[src/hdl/mcrp_pkg.sv]
`timescale 1ns / 1ps
// Shared types, codes and lookup tables for the mesh cell refinement pattern block.
package mcrp_pkg;

    // Cell kinds
    localparam logic [1:0] KIND_POINT    = 2'd0;
    localparam logic [1:0] KIND_SEGMENT  = 2'd1;
    localparam logic [1:0] KIND_TRIANGLE = 2'd2;
    localparam logic [1:0] KIND_QUAD     = 2'd3;

    // Refinement patterns
    localparam logic [3:0] PAT_NIL          = 4'd0;
    localparam logic [3:0] PAT_COPY         = 4'd1;
    localparam logic [3:0] PAT_SPLIT        = 4'd2;
    localparam logic [3:0] PAT_BISECT       = 4'd3;
    localparam logic [3:0] PAT_TRISECT      = 4'd4;
    localparam logic [3:0] PAT_TRISECT_LEFT = 4'd5;
    localparam logic [3:0] PAT_QUADSECT     = 4'd6;
    localparam logic [3:0] PAT_THREEEDGE    = 4'd7;
    localparam logic [3:0] PAT_REGULAR      = 4'd8;
    localparam logic [3:0] PAT_BARYCENTRIC  = 4'd9;

    // Vertex codes: corners, midpoints, centre at half, centre at third
    localparam logic [3:0] V_N0 = 4'd0;
    localparam logic [3:0] V_N1 = 4'd1;
    localparam logic [3:0] V_N2 = 4'd2;
    localparam logic [3:0] V_N3 = 4'd3;
    localparam logic [3:0] V_M0 = 4'd4;
    localparam logic [3:0] V_M1 = 4'd5;
    localparam logic [3:0] V_M2 = 4'd6;
    localparam logic [3:0] V_M3 = 4'd7;
    localparam logic [3:0] V_CH = 4'd8;
    localparam logic [3:0] V_CT = 4'd9;

    localparam int ROW_W = 6;
    localparam logic [15:0] LATTICE_RESET = 16'd6;

    typedef struct packed {
        logic [1:0] cell_kind;
        logic [3:0] pattern;
        logic [1:0] anchor;
        logic       anchor_valid;
    } item_t;

    typedef struct packed {
        logic [2:0]  child_index;
        logic [2:0]  vertex_count;
        logic [15:0] x0;
        logic [15:0] y0;
        logic [15:0] x1;
        logic [15:0] y1;
        logic [15:0] x2;
        logic [15:0] y2;
        logic [15:0] x3;
        logic [15:0] y3;
        logic        last;
        logic        error;
    } res_t;

    // One queued refinement job, already classified
    typedef struct packed {
        logic [1:0]       kind;
        logic [ROW_W-1:0] first;
        logic [2:0]       count;
        logic [1:0]       anchor;
        logic             err;
    } job_t;

    typedef struct packed {
        logic             legal;
        logic             anchored;
        logic [ROW_W-1:0] first;
        logic [2:0]       count;
    } grp_t;

    typedef struct packed {
        logic [2:0] nv;
        logic [3:0] v0;
        logic [3:0] v1;
        logic [3:0] v2;
        logic [3:0] v3;
    } row_t;

    typedef enum logic [1:0] {SEL_ZERO, SEL_HALF, SEL_ONE, SEL_THIRD} coord_sel_t;

    typedef struct packed {
        coord_sel_t x;
        coord_sel_t y;
    } vsel_t;

    function automatic grp_t mk_grp(logic anch, int unsigned first, int unsigned count);
        grp_t g;
        g.legal    = 1'b1;
        g.anchored = anch;
        g.first    = ROW_W'(first);
        g.count    = 3'(count);
        return g;
    endfunction

    // Locate the run of child rows for a cell kind and pattern
    function automatic grp_t classify(logic [1:0] kind, logic [3:0] pat);
        grp_t g;
        g = '0;
        case ({kind, pat})
            {KIND_POINT, PAT_COPY}:             g = mk_grp(1'b0, 0, 1);
            {KIND_SEGMENT, PAT_COPY}:           g = mk_grp(1'b0, 1, 1);
            {KIND_SEGMENT, PAT_SPLIT}:          g = mk_grp(1'b0, 2, 2);
            {KIND_TRIANGLE, PAT_COPY}:          g = mk_grp(1'b0, 4, 1);
            {KIND_TRIANGLE, PAT_BISECT}:        g = mk_grp(1'b1, 5, 2);
            {KIND_TRIANGLE, PAT_TRISECT}:       g = mk_grp(1'b1, 7, 3);
            {KIND_TRIANGLE, PAT_TRISECT_LEFT}:  g = mk_grp(1'b1, 10, 3);
            {KIND_TRIANGLE, PAT_QUADSECT}:      g = mk_grp(1'b1, 13, 4);
            {KIND_TRIANGLE, PAT_REGULAR}:       g = mk_grp(1'b0, 17, 4);
            {KIND_TRIANGLE, PAT_BARYCENTRIC}:   g = mk_grp(1'b0, 21, 6);
            {KIND_QUAD, PAT_COPY}:              g = mk_grp(1'b0, 27, 1);
            {KIND_QUAD, PAT_TRISECT}:           g = mk_grp(1'b1, 28, 3);
            {KIND_QUAD, PAT_QUADSECT}:          g = mk_grp(1'b1, 31, 4);
            {KIND_QUAD, PAT_SPLIT}:             g = mk_grp(1'b1, 35, 2);
            {KIND_QUAD, PAT_BISECT}:            g = mk_grp(1'b1, 37, 2);
            {KIND_QUAD, PAT_THREEEDGE}:         g = mk_grp(1'b1, 39, 4);
            {KIND_QUAD, PAT_REGULAR}:           g = mk_grp(1'b0, 43, 4);
            {KIND_QUAD, PAT_BARYCENTRIC}:       g = mk_grp(1'b0, 47, 4);
            default:                            g = '0;
        endcase
        return g;
    endfunction

    function automatic row_t mk_row(int unsigned nv, logic [3:0] a, logic [3:0] b,
                                    logic [3:0] c, logic [3:0] d);
        row_t r;
        r.nv = 3'(nv);
        r.v0 = a;
        r.v1 = b;
        r.v2 = c;
        r.v3 = d;
        return r;
    endfunction

    // Child polygon table; unused vertex slots hold V_N0
    function automatic row_t row_at(logic [ROW_W-1:0] idx);
        row_t r;
        case (idx)
            6'd0:  r = mk_row(0, V_N0, V_N0, V_N0, V_N0);
            6'd1:  r = mk_row(2, V_N0, V_N1, V_N0, V_N0);
            6'd2:  r = mk_row(2, V_N0, V_M0, V_N0, V_N0);
            6'd3:  r = mk_row(2, V_M0, V_N1, V_N0, V_N0);
            6'd4:  r = mk_row(3, V_N0, V_N1, V_N2, V_N0);
            6'd5:  r = mk_row(3, V_N0, V_M0, V_N2, V_N0);
            6'd6:  r = mk_row(3, V_N1, V_M0, V_N2, V_N0);
            6'd7:  r = mk_row(3, V_N0, V_M0, V_N2, V_N0);
            6'd8:  r = mk_row(3, V_N1, V_M0, V_M1, V_N0);
            6'd9:  r = mk_row(3, V_N2, V_M0, V_M2, V_N0);
            6'd10: r = mk_row(3, V_N0, V_M0, V_M2, V_N0);
            6'd11: r = mk_row(3, V_N1, V_M0, V_N2, V_N0);
            6'd12: r = mk_row(3, V_N2, V_M0, V_M2, V_N0);
            6'd13: r = mk_row(3, V_N0, V_M0, V_M2, V_N0);
            6'd14: r = mk_row(3, V_N1, V_M0, V_M1, V_N0);
            6'd15: r = mk_row(3, V_N2, V_M0, V_M1, V_N0);
            6'd16: r = mk_row(3, V_N2, V_M0, V_M2, V_N0);
            6'd17: r = mk_row(3, V_N0, V_M0, V_M2, V_N0);
            6'd18: r = mk_row(3, V_N1, V_M0, V_M1, V_N0);
            6'd19: r = mk_row(3, V_N2, V_M2, V_M1, V_N0);
            6'd20: r = mk_row(3, V_M0, V_M1, V_M2, V_N0);
            6'd21: r = mk_row(3, V_N0, V_M0, V_CT, V_N0);
            6'd22: r = mk_row(3, V_N1, V_M0, V_CT, V_N0);
            6'd23: r = mk_row(3, V_N1, V_M1, V_CT, V_N0);
            6'd24: r = mk_row(3, V_N2, V_M1, V_CT, V_N0);
            6'd25: r = mk_row(3, V_N2, V_M2, V_CT, V_N0);
            6'd26: r = mk_row(3, V_N0, V_M2, V_CT, V_N0);
            6'd27: r = mk_row(4, V_N0, V_N1, V_N2, V_N3);
            6'd28: r = mk_row(3, V_M0, V_N2, V_N3, V_N0);
            6'd29: r = mk_row(3, V_M0, V_N0, V_N3, V_N0);
            6'd30: r = mk_row(3, V_M0, V_N1, V_N2, V_N0);
            6'd31: r = mk_row(3, V_N0, V_N3, V_M0, V_N0);
            6'd32: r = mk_row(3, V_N1, V_M1, V_M0, V_N0);
            6'd33: r = mk_row(3, V_N2, V_N3, V_M1, V_N0);
            6'd34: r = mk_row(3, V_M0, V_M1, V_N3, V_N0);
            6'd35: r = mk_row(4, V_N0, V_M0, V_M2, V_N3);
            6'd36: r = mk_row(4, V_N1, V_N2, V_M2, V_M0);
            6'd37: r = mk_row(4, V_N0, V_M0, V_M2, V_N3);
            6'd38: r = mk_row(4, V_N1, V_N2, V_M2, V_M0);
            6'd39: r = mk_row(4, V_N2, V_N3, V_M3, V_M1);
            6'd40: r = mk_row(3, V_N0, V_M0, V_M3, V_N0);
            6'd41: r = mk_row(3, V_N1, V_M0, V_M1, V_N0);
            6'd42: r = mk_row(3, V_M0, V_M1, V_M3, V_N0);
            6'd43: r = mk_row(4, V_N0, V_M0, V_CH, V_M3);
            6'd44: r = mk_row(4, V_N1, V_M1, V_CH, V_M0);
            6'd45: r = mk_row(4, V_N2, V_M1, V_CH, V_M2);
            6'd46: r = mk_row(4, V_N3, V_M2, V_CH, V_M3);
            6'd47: r = mk_row(4, V_N0, V_M0, V_CH, V_M3);
            6'd48: r = mk_row(4, V_N1, V_M1, V_CH, V_M0);
            6'd49: r = mk_row(4, V_N2, V_M1, V_CH, V_M2);
            6'd50: r = mk_row(4, V_N3, V_M2, V_CH, V_M3);
            default: r = '0;
        endcase
        return r;
    endfunction

    // Coordinate selectors of one vertex, corner/midpoint index rotated by the anchor
    function automatic vsel_t vertex_sel(logic [1:0] kind, logic [3:0] code, logic [1:0] a);
        vsel_t      s;
        logic [2:0] k;
        logic [1:0] idx;
        logic       is_mid;
        s.x    = SEL_ZERO;
        s.y    = SEL_ZERO;
        k      = {1'b0, code[1:0]} + {1'b0, a};
        is_mid = code[2];
        idx    = 2'd0;
        if (code == V_CH) begin
            s.x = SEL_HALF;
            s.y = SEL_HALF;
        end
        else if (code == V_CT) begin
            s.x = SEL_THIRD;
            s.y = SEL_THIRD;
        end
        else begin
            case (kind)
                KIND_SEGMENT:
                begin
                    if (code == V_M0) begin
                        s.x = SEL_HALF;
                    end
                    else if (code == V_N1) begin
                        s.x = SEL_ONE;
                    end
                end
                KIND_TRIANGLE:
                begin
                    if (k >= 3'd6) begin
                        idx = 2'(k - 3'd6);
                    end
                    else if (k >= 3'd3) begin
                        idx = 2'(k - 3'd3);
                    end
                    else begin
                        idx = k[1:0];
                    end
                    case ({is_mid, idx})
                        3'b001:  s.x = SEL_ONE;
                        3'b010:  s.y = SEL_ONE;
                        3'b100:  s.x = SEL_HALF;
                        3'b101:
                        begin
                            s.x = SEL_HALF;
                            s.y = SEL_HALF;
                        end
                        3'b110:  s.y = SEL_HALF;
                        default: s = {SEL_ZERO, SEL_ZERO};
                    endcase
                end
                KIND_QUAD:
                begin
                    idx = k[1:0];
                    case ({is_mid, idx})
                        3'b000:  s = {SEL_ZERO, SEL_ZERO};
                        3'b001:  s = {SEL_ONE, SEL_ZERO};
                        3'b010:  s = {SEL_ONE, SEL_ONE};
                        3'b011:  s = {SEL_ZERO, SEL_ONE};
                        3'b100:  s = {SEL_HALF, SEL_ZERO};
                        3'b101:  s = {SEL_ONE, SEL_HALF};
                        3'b110:  s = {SEL_HALF, SEL_ONE};
                        default: s = {SEL_ZERO, SEL_HALF};
                    endcase
                end
                default: s = {SEL_ZERO, SEL_ZERO};
            endcase
        end
        return s;
    endfunction

endpackage

[src/hdl/mcrp_front.sv]
`timescale 1ns / 1ps
// Front end: accepts input transactions, classifies them and queues a job.
module mcrp_front import mcrp_pkg::*;
(
    input  logic  push,
    input  item_t item,
    input  logic  job_full,
    output logic  full,
    output logic  job_push,
    output job_t  job
);

    grp_t grp;
    logic bad;

    always_comb
    begin
        grp = classify(item.cell_kind, item.pattern);
        // Illegal pattern, or anchored pattern without an anchor
        bad = !grp.legal || (grp.anchored && !item.anchor_valid);

        job.kind   = item.cell_kind;
        job.err    = bad;
        job.first  = bad ? '0 : grp.first;
        job.count  = bad ? 3'd1 : grp.count;
        job.anchor = grp.anchored ? item.anchor : 2'd0;

        full = job_full;
        // Drop nil transactions here: they produce nothing
        job_push = push && !job_full && (item.pattern != PAT_NIL);
    end

endmodule

[src/hdl/mcrp_job_fifo.sv]
`timescale 1ns / 1ps
// Two-entry job queue between the front end and the child sequencer.
module mcrp_job_fifo import mcrp_pkg::*;
(
    input  logic clk,
    input  logic rst_n,
    input  logic wr,
    input  job_t wr_job,
    input  logic rd,
    output job_t rd_job,
    output logic full,
    output logic empty
);

    job_t       mem_reg [2];
    logic       wr_ptr_reg;
    logic       rd_ptr_reg;
    logic [1:0] cnt_reg;
    logic       wr_ptr_next;
    logic       rd_ptr_next;
    logic [1:0] cnt_next;
    logic       do_wr;
    logic       do_rd;

    always_comb
    begin
        full        = (cnt_reg == 2'd2);
        empty       = (cnt_reg == 2'd0);
        do_wr       = wr && !full;
        do_rd       = rd && !empty;
        wr_ptr_next = do_wr ? !wr_ptr_reg : wr_ptr_reg;
        rd_ptr_next = do_rd ? !rd_ptr_reg : rd_ptr_reg;
        cnt_next    = cnt_reg + {1'b0, do_wr} - {1'b0, do_rd};
        rd_job      = mem_reg[rd_ptr_reg];
    end

    always_ff @(posedge clk)
    begin
        if (do_wr) begin
            mem_reg[wr_ptr_reg] <= wr_job;
        end
    end

    always_ff @(posedge clk or negedge rst_n)
    begin
        if (!rst_n) begin
            wr_ptr_reg <= 1'b0;
            rd_ptr_reg <= 1'b0;
            cnt_reg    <= 2'd0;
        end
        else begin
            wr_ptr_reg <= wr_ptr_next;
            rd_ptr_reg <= rd_ptr_next;
            cnt_reg    <= cnt_next;
        end
    end

endmodule

[src/hdl/mcrp_back.sv]
`timescale 1ns / 1ps
// Back end: emits a job's child rows, one per cycle unless output is held.
module mcrp_back import mcrp_pkg::*;
#(
    parameter int COORD_WIDTH = 16
)
(
    input  logic        clk,
    input  logic        rst_n,
    input  logic [15:0] lattice,
    input  logic        job_empty,
    input  job_t        job,
    output logic        job_pop,
    input  logic        pop,
    output logic        empty,
    output res_t        result
);

    localparam logic [16:0] RECIP3 = 17'h0AAAB;  // ceil(2^17 / 3)

    logic [COORD_WIDTH-1:0] one_reg, half_reg, third_reg;
    logic [COORD_WIDTH-1:0] one_next, half_next, third_next;
    logic [15:0]            one16;
    logic [32:0]            prod;

    logic             busy_reg, busy_next;
    job_t             cur_reg, cur_next;
    logic [2:0]       step_reg, step_next;
    logic [ROW_W-1:0] row_reg, row_next;
    logic             out_valid_reg, out_valid_next;
    res_t             res_reg, res_next;

    logic                   out_free;
    logic                   emit;
    logic                   fin;
    row_t                   row;
    logic [3:0]             codes [4];
    vsel_t                  vs [4];
    logic [COORD_WIDTH-1:0] xs [4];
    logic [COORD_WIDTH-1:0] ys [4];
    res_t                   built;

    function automatic logic [COORD_WIDTH-1:0] pick(coord_sel_t s,
                                                    logic [COORD_WIDTH-1:0] h,
                                                    logic [COORD_WIDTH-1:0] o,
                                                    logic [COORD_WIDTH-1:0] t);
        logic [COORD_WIDTH-1:0] v;
        case (s)
            SEL_HALF:  v = h;
            SEL_ONE:   v = o;
            SEL_THIRD: v = t;
            default:   v = '0;
        endcase
        return v;
    endfunction

    // Scale values, refreshed every cycle from the lattice register
    always_comb
    begin
        one_next   = COORD_WIDTH'(lattice);
        half_next  = one_next >> 1;
        one16      = 16'(one_next);
        prod       = {16'd0, one16} * {16'd0, RECIP3};
        third_next = COORD_WIDTH'(prod[32:17]);
    end

    always_comb
    begin
        out_free = !out_valid_reg || pop;
        emit     = busy_reg && out_free;
        fin      = emit && (step_reg == 3'(cur_reg.count - 3'd1));
        job_pop  = !job_empty && (!busy_reg || fin);

        busy_next = job_pop ? 1'b1 : (fin ? 1'b0 : busy_reg);
        cur_next  = job_pop ? job : cur_reg;
        step_next = job_pop ? 3'd0 : (emit ? 3'(step_reg + 3'd1) : step_reg);
        row_next  = job_pop ? job.first : (emit ? ROW_W'(row_reg + 1'b1) : row_reg);

        row      = row_at(row_reg);
        codes[0] = row.v0;
        codes[1] = row.v1;
        codes[2] = row.v2;
        codes[3] = row.v3;
        for (int j = 0; j < 4; j++) begin
            vs[j] = vertex_sel(cur_reg.kind, codes[j], cur_reg.anchor);
            if (!cur_reg.err && (3'(j) < row.nv)) begin
                xs[j] = pick(vs[j].x, half_reg, one_reg, third_reg);
                ys[j] = pick(vs[j].y, half_reg, one_reg, third_reg);
            end
            else begin
                xs[j] = '0;
                ys[j] = '0;
            end
        end

        built.child_index  = cur_reg.err ? 3'd0 : step_reg;
        built.vertex_count = cur_reg.err ? 3'd0 : row.nv;
        built.x0           = 16'(xs[0]);
        built.y0           = 16'(ys[0]);
        built.x1           = 16'(xs[1]);
        built.y1           = 16'(ys[1]);
        built.x2           = 16'(xs[2]);
        built.y2           = 16'(ys[2]);
        built.x3           = 16'(xs[3]);
        built.y3           = 16'(ys[3]);
        built.last         = (step_reg == 3'(cur_reg.count - 3'd1));
        built.error        = cur_reg.err;

        out_valid_next = emit ? 1'b1 : (pop ? 1'b0 : out_valid_reg);
        res_next       = emit ? built : res_reg;

        empty  = !out_valid_reg;
        result = res_reg;
    end

    always_ff @(posedge clk)
    begin
        cur_reg <= cur_next;
        res_reg <= res_next;
    end

    always_ff @(posedge clk or negedge rst_n)
    begin
        if (!rst_n) begin
            one_reg       <= '0;
            half_reg      <= '0;
            third_reg     <= '0;
            busy_reg      <= 1'b0;
            step_reg      <= 3'd0;
            row_reg       <= '0;
            out_valid_reg <= 1'b0;
        end
        else begin
            one_reg       <= one_next;
            half_reg      <= half_next;
            third_reg     <= third_next;
            busy_reg      <= busy_next;
            step_reg      <= step_next;
            row_reg       <= row_next;
            out_valid_reg <= out_valid_next;
        end
    end

endmodule

[src/hdl/mesh_cell_refinement_pattern.sv]
`timescale 1ns / 1ps
// Top level of the mesh cell refinement pattern generator.
//
// Each input transaction names a cell kind, a refinement pattern and an
// optional anchor edge; the block returns the child polygons of that
// refinement, one result transaction per child, in table order, with last set
// on the final child. Vertices are lattice points built from the configured
// lattice size (one), one/2 and one/3, computed on COORD_WIDTH bits and shown
// in the low 16 bits. An illegal pattern, or an anchored pattern without an
// anchor, gives a single result with error and last set and all else zero; a
// nil pattern gives no result. Rate: the child sequencer emits one result per
// cycle while the output register is free; an item has 1 to 6 children (an
// error or copy has 1) and a nil item takes none of its time. The front end
// classifies in the accept cycle and queues the job in a two-entry queue; the
// job then moves into the sequencer's job register before its first result.
// Results sit in an output register; while a result waits to be popped the
// sequencer holds, and input keeps flowing only until the two-entry job queue
// fills, after which full stays high until the results drain. Write
// lattice_size only while the block is idle; the new value holds for items
// accepted from the next cycle on.
module mesh_cell_refinement_pattern import mcrp_pkg::*;
#(
    parameter int COORD_WIDTH = 16
)
(
    input  logic        clk,
    input  logic        rst_n,
    // input queue side
    input  logic        push,
    input  item_t       item,
    output logic        full,
    // result queue side
    output logic        empty,
    input  logic        pop,
    output res_t        result,
    // lattice_size register
    input  logic        cfg_wr_en,
    input  logic [15:0] cfg_wr_data
);

    logic [15:0] lattice_reg;
    logic [15:0] lattice_next;

    logic job_push;
    job_t job_in;
    logic job_full;
    logic job_empty;
    logic job_pop;
    job_t job_head;

    // Hold the lattice size until the next write
    always_comb
    begin
        lattice_next = cfg_wr_en ? cfg_wr_data : lattice_reg;
    end

    always_ff @(posedge clk or negedge rst_n)
    begin
        if (!rst_n) begin
            lattice_reg <= LATTICE_RESET;
        end
        else begin
            lattice_reg <= lattice_next;
        end
    end

    // Classify the incoming transaction; drop nil patterns
    mcrp_front u_front
    (
        .push     (push),
        .item     (item),
        .job_full (job_full),
        .full     (full),
        .job_push (job_push),
        .job      (job_in)
    );

    // Decouple classification from child emission
    mcrp_job_fifo u_job_fifo
    (
        .clk    (clk),
        .rst_n  (rst_n),
        .wr     (job_push),
        .wr_job (job_in),
        .rd     (job_pop),
        .rd_job (job_head),
        .full   (job_full),
        .empty  (job_empty)
    );

    // Advance through the child rows, one result per cycle while output is free
    mcrp_back #(
        .COORD_WIDTH (COORD_WIDTH)
    ) u_back
    (
        .clk       (clk),
        .rst_n     (rst_n),
        .lattice   (lattice_reg),
        .job_empty (job_empty),
        .job       (job_head),
        .job_pop   (job_pop),
        .pop       (pop),
        .empty     (empty),
        .result    (result)
    );

endmodule

[config.mk]
export PLATFORM = sky130hd
export DESIGN_NAME = mesh_cell_refinement_pattern
export DESIGN_NICKNAME = d
export VERILOG_FILES = /design/src/hdl/mcrp_pkg.sv /design/src/hdl/mcrp_front.sv /design/src/hdl/mcrp_job_fifo.sv /design/src/hdl/mcrp_back.sv /design/src/hdl/mesh_cell_refinement_pattern.sv
export SDC_FILE = /design/constraint.sdc
export NUM_CORES = 1
export LEC_CHECK = 0
export BUFFER_PORTS_ARGS = -buffer_cell sky130_fd_sc_hd__buf_2
export CORE_MARGIN = 1.5
export CORE_UTILIZATION = 30
export CTS_CLUSTER_DIAMETER = 120
export DETAILED_ROUTE_END_ITERATION = 16
export HOLD_SLACK_MARGIN = 0.05
export PLACE_DENSITY = 0.43
export SYNTH_ARGS = -nofsm -noshare
export SYNTH_HDL_FRONTEND = slang
export SYNTH_SLANG_ARGS = --single-unit
export TNS_END_PERCENT = 50
[constraint.sdc]
create_clock -name clk -period 11.64 [get_ports clk]
set_input_delay 3.492 -clock clk [delete_from_list [all_inputs] [get_ports clk]]
set_output_delay 3.492 -clock clk [all_outputs]
set_load 0.01 [all_outputs]
; ---- Word-level counts from Yosys, hierarchy flattened
; Memories as Yosys holds them, arrays and structs flattened.
; Index checks and enable logic that the tools add are counted.
[word_totals]
mem_bits_ro = 1728
elab_cells = 267
inputBits = 30
out_inout_bits = 138
latchBits = 0
reg_bits = 221
memories = 3
ramBits = 28
[memory_table]
columns = memory, words, width, read_ports, rd_ports_with_merged_regs, wr, line_no
row1 = (name not given), 64, 16, 1, 0, 0, mcrp_pkg.sv:142  ; case (idx)
row2 = (name not given), 64, 11, 1, 0, 0, mcrp_pkg.sv:104  ; case ({kind, pat})
row3 = u_job_fifo.mem_reg, 2, 14, 1, 0, 1, mcrp_job_fifo.sv:15  ; job_t mem_reg [2];
[classes]
eq_ne = 89
div = 0
shifts = 0
mul = 1
reduce_logical = 41
bitwise = 0
mux = 77
magnitude_cmp = 12
add_sub_neg = 17
[ops]
columns = cell, count
row1 = $pmux W16 S3, 8
row2 = $pmux W4 S7, 4
row3 = $eq A3 B3 Y1 const B, 24
row4 = $mux W2, 29
row5 = $pmux W2 S2, 12
row6 = $eq A2 B2 Y1 const B, 19
row7 = $eq A3 B2 Y1 const B, 12
row8 = $eq A4 B4 Y1 const B, 8
row9 = $mul A16 B16 Y32 const B, 1
row10 = $mux W4, 8
row11 = $eq A3 B1 Y1 const B, 8
row12 = $pmux W2 S3, 4
row13 = $eq A2 B1 Y1 const B, 9
row14 = $mux W6, 3
row15 = $eq A4 B1 Y1 const B, 4
row16 = $eq A4 B3 Y1 const B, 4
row17 = $reduce_or A2 Y1, 8
row18 = $sub A2 B2 Y2 const B, 8
row19 = $add A2 B2 Y3, 4
row20 = $ge A3 B2 Y1 const B, 4
row21 = $ge A3 B3 Y1 const B, 4
row22 = $logic_and A1 B1 Y1, 12
row23 = $logic_not A3 Y1, 4
row24 = $logic_not A1 Y1, 9
row25 = other kinds (14), 27

; ---- Depth between registers and ports, before layout
; An unclocked memory read counts as a cell.
[logic_depth]
word_depth = 16
depth_mapped = 25
ltp_nobuf = 20

; ---- By module
; From an unflattened synthesis, not the netlist that was laid out.
[unflattened]
hier_cells = 1705
hier_area_um2 = 18270.0
[by_module_without_submodules]
columns = module, n_inst, area_per_inst_um2, cells_each
row1 = mcrp_back, 1, 15610.0, 1514
row2 = mcrp_job_fifo, 1, 1263.7, 62
row3 = mcrp_front, 1, 744.5, 95
row4 = mesh_cell_refinement_pattern, 1, 651.9, 34

; ---- Worst setup path after synthesis
; Ideal clock, no wire load.
[synth_timing]
path_kind = input-to-reg
from = input port pop
to = register u_back.row_reg[4]
slack_ns = 3.011
t_arrival_ns = 8.552
setup_time_ns = 0.077
cell_stages = 7
required_ns = 11.563
cell_sequence = nand2b_1 and2_1 clkbuf_1 nand4_1 xnor2_1 nor2_1 a21oi_1
[synth_via]
elab_chain_len = 6
word_cells_on_any_way = 7
[synth_lines]
columns = element, line_no
row1 = from (decl), mesh_cell_refinement_pattern.sv:34  ; input logic pop,
row2 = $logic_or A1 B1 Y1 (*), mcrp_back.sv:69  ; out_free = !out_valid_reg || pop;
row3 = $logic_and A1 B1 Y1 (*), mcrp_back.sv:70  ; emit = busy_reg && out_free;
row4 = net u_back.emit, mcrp_back.sv:34  ; logic emit;
row5 = $logic_and A1 B1 Y1, mcrp_back.sv:71  ; fin = emit && (step_reg == 3'(cur_reg.count - 3'd1));
row6 = $logic_or A1 B1 Y1, mcrp_back.sv:72  ; job_pop = !job_empty && (!busy_reg || fin);
row7 = $logic_and A1 B1 Y1, mcrp_back.sv:72
row8 = $mux W6 / $reduce_bool A2 Y1 (equally long branches), -
row9 = to (signal assigned), mcrp_back.sv:139  ; row_reg <= row_next;
row10 = to (decl), mcrp_back.sv:29  ; logic [ROW_W-1:0] row_reg, row_next;
; Mark *: on every way through the listed nets, which the timed path passes. The rest lies on a longest branch.
; A chain may end at the register's enable or synchronous reset.

; ---- Final worst setup path
[layout_timing]
from = register u_back.row_reg[1]
to = register u_back.res_reg, in the netlist u_back.result[26], data pin
[layout_via]
elab_chain_len = 16
word_cells_on_any_way = 39
[layout_lines]
columns = element, line_no
row1 = $mem_v2 Z64 W16 (*), -
row2 = $add A2 B2 Y3, mcrp_pkg.sv:207  ; k = {1'b0, code[1:0]} + {1'b0, a};
row3 = $ge A3 B2 Y1 / $sub A2 B2 Y2 (equally long branches), "mcrp_pkg.sv:234, mcrp_pkg.sv:235"
row4 = $mux W2, mcrp_pkg.sv:234  ; else if (k >= 3'd3) begin
row5 = $mux W2, mcrp_pkg.sv:231  ; if (k >= 3'd6) begin
row6 = $mux W2, mcrp_pkg.sv:219  ; case (kind)
row7 = $mux W2, mcrp_pkg.sv:214  ; else if (code == V_CT) begin
row8 = $mux W2, mcrp_pkg.sv:210  ; if (code == V_CH) begin
row9 = $eq A3 B3 Y1, mcrp_pkg.sv:240  ; case ({is_mid, idx})
row10 = $reduce_or A2 Y1 (no source line), -
row11 = $pmux W2 S2, mcrp_pkg.sv:240
row12 = $pmux W2 S3, mcrp_pkg.sv:219
row13 = $mux W4, mcrp_pkg.sv:214
row14 = $mux W4, mcrp_pkg.sv:210
row15 = $eq A2 B2 Y1 / $eq A2 B1 Y1 (equally long branches), mcrp_back.sv:48  ; case (s)
row16 = $pmux W16 S3, mcrp_back.sv:48
row17 = to (signal assigned), mcrp_back.sv:119  ; res_reg <= res_next;
row18 = to (decl), mcrp_back.sv:31  ; res_t res_reg, res_next;
; Every way passes the cells marked *; elsewhere a longest branch is shown, timed or not. The select of a mux whose other input is x is not followed.

==> metrics <==
outcome=complete, no violations; RePlAce Congestion=~0.85; register bit total from synthesis=234; commonest non-fill, non-tap cell in the layout=inv_1; Max Cap Viol=0; CP Class=reg2reg; TritonCTS clock tree=yes; H-tree lvl count=1; WP data arrival=6.68 ns; met3 usage=0.0208; worst skew pair latency=approximately 0.60 ns; post-synthesis instance area=18100 sq um; area leader, netlist=edfxtp_1; Max Clock Freq=0.160 GHz; Clock Sinks=234; Mapped Cells=1691; CP top delay family=adder cells; DRT iter0 DRCs=913; main flop type after synthesis=edfxtp_1; hold depth=0; slowest stage cell, crit path=nor2b_1; initial core utilization=0.305; clock-pin slew on the worst setup and hold paths=0.06 ns; number of synthesized flops with an enable pin=approximately 170; setup violators final=0; Fin Setup TNS=0 ns; Worst Skew=about 0.043 ns; Max stage delay on crit path=around 1.1 ns; FF-to-FF path depth=17; Total Wirelength=52300 um; FFs w/ async S/R, synth=0.265; RSZ-0062 raised after global routing=false; total CTS buffers=30; Die Ht=249 um; port bufs=167; relative slew slack=0.163; DP HPWL=39300 um; routed vias=about 13000; Synth top area share=0.285; Nets=2085; antenna diode count=0; synthesized area per cell=10.7 sq um; iteration count of the initial detailed-routing pass=8; Core ar.=approximately 60000 sq um; CP Launch Point=u_back.row_reg[1]; multi-input logic area=10100 sq um; io pins=168; max FFs per register=136; GR Util met2=0.270; per-cell routed wire length=20.1 um; most used cell, CP=ha_1; cts hold-fix bufs=0; row cnt=89; worst-path fanout max=16; Fin. Hold Viols=0; synth top area cells=edfxtp_1 29%, ha_1 11%, fa_1 9.5%; first-pass GRT wire length=80900 um; worst endpoint required time=12.09 ns; Pins Over Slew Limit=0; crit path buf inv count=2; largest net degree at the start of global routing=73; GRT overflow=0; CTS Root Buffer Type=clkbuf_16; die area=61900 sq um; post-CTS sizing=0; Reg area=between 6000 and 7000 sq um; met1 Use GR=0.234; Post-Synthesis Net Count=1973; post-CTS setup buffers=0; commonest non-fill, non-tap cells in the layout=198 x inv_1, 172 x edfxtp_1, 166 x ha_1, 166 x buf_2, 146 x nor2_1; fin util=0.344; Tot GR Track Use=0.166; Top Usage Layer GRT=met2; HP Class=reg2reg; warnings from Yosys=0; CP cell instances=ha_1 -> ha_1 -> a31oi_1 -> a31oi_1 -> ha_1 -> inv_1 -> fa_1 -> inv_1 -> ha_1 -> or3b_1 -> a211o_1 -> a21oi_1 -> o21ai_1 -> a21oi_2 -> nor2b_1 -> a22oi_1 -> nor2_1; Fillers=between 6000 and 7000; initial antenna violation count=2; Layout area overhead=12.7%; synth unique cells=99; crit end category=flip-flop; clk buf depth=3; r2r startpoint=u_back.row_reg[1]; Hold EP=u_back.one_reg[2]; share of the cycle needed by the critical path after routing=0.536; Reg2Reg Setup Slack=5.41 ns; hold_sp=lattice_reg[2]; FF-to-FF End=u_back.result[26]; layout cell share with drive strength beyond 1=0.177; drt via density=between 5 and 6; part of the Yosys area used for sequential elements=0.371; Worst Setup Start Kind=flip-flop; Die X=249 um; Period minus WS final=between 6 and 7 ns; Remaining DRCs=0; post-route ant nets=0; vias in the first global route=13300; Worst-Margin Slew=1.25 ns
==> worst max path at each step <==
stage	slack, ns	to	cells after the start
after detailed placement	5.43	u_back.result[31]	17
after floorplan	3.01	u_back.row_reg[4]	7
after CTS	5.41	u_back.result[26]	17
final	5.41	u_back.result[26]	17
after global placement	5.52	u_back.result[29]	17
after global routing	4.95	u_back.result[24]	17
==> metal layers <==
metal  share of wire  wire length, um  up-vias
met5               0                0        -
met4           0.019             1010        0
met3           0.044             2300       53
met2            0.46            24000      324
met1            0.48            24900     6388
li1                -                -     6269
==> cell families after synthesis <==
kind of cell / count (synthesis) / share of synthesized area
AOI/OAI and AO/OA: 387 / 0.156
and+or+nand+nor: 351 / 0.0939
buffers and inverters: 300 / 0.0739
adders and majority gates: 252 / 0.210
DFF: 234 / 0.371
muxes: 140 / 0.0826
xor gates and xnor gates: 27 / 0.0131
==> through the flow <==
step / hold slack [ns] / cells / instance area [sq um] / setup slack [ns]
CTS: 0.472 / 2599 / 20400 / 5.41
global placement: 0.463 / 2544 / 19400 / 5.52
finish: 0.470 / 2599 / 20400 / 5.41
detailed placement: 0.463 / 2544 / 19400 / 5.43
global route: 0.473 / 2599 / 20400 / 4.95
floorplan: 0.403 / 1691 / 18100 / 3.01
==> cell type report <==
cell class              instances  area share
clock buffers                  34      0.0375
clock inverters                21      0.0106
inverters                     201      0.0369
multi-input cells            1157       0.493
flip-flops and latches        234       0.329
well taps                     773      0.0474
repair buffers                179      0.0455
==> cells in the mapped netlist, types with 9 or more instances <==
library cell and n:
ha_1 166, a31oi_1 13, and3_1 9, o21ai_1 19
nand3_1 16, nand2b_1 14, a21o_1 12, o2bb2ai_1 32
mux2_2 50, a22oi_1 34, a21oi_1 65, xnor2_1 17
edfxtp_1 172, xor2_1 10, a222oi_1 15, mux2_1 12
fa_1 86, nor2_1 147, mux2i_1 76, nand2_1 68
o21ai_0 60, nor3_1 13, clkbuf_1 53, buf_6 14
o211ai_1 9, nor2b_1 19, a2bb2oi_1 33, inv_1 198
nor3b_1 9, buf_2 18, dfrtp_1 60
Power is left out: the tool's default activity adds up to more than one toggle a clock period on the data nets, which glitch-free logic cannot reach.
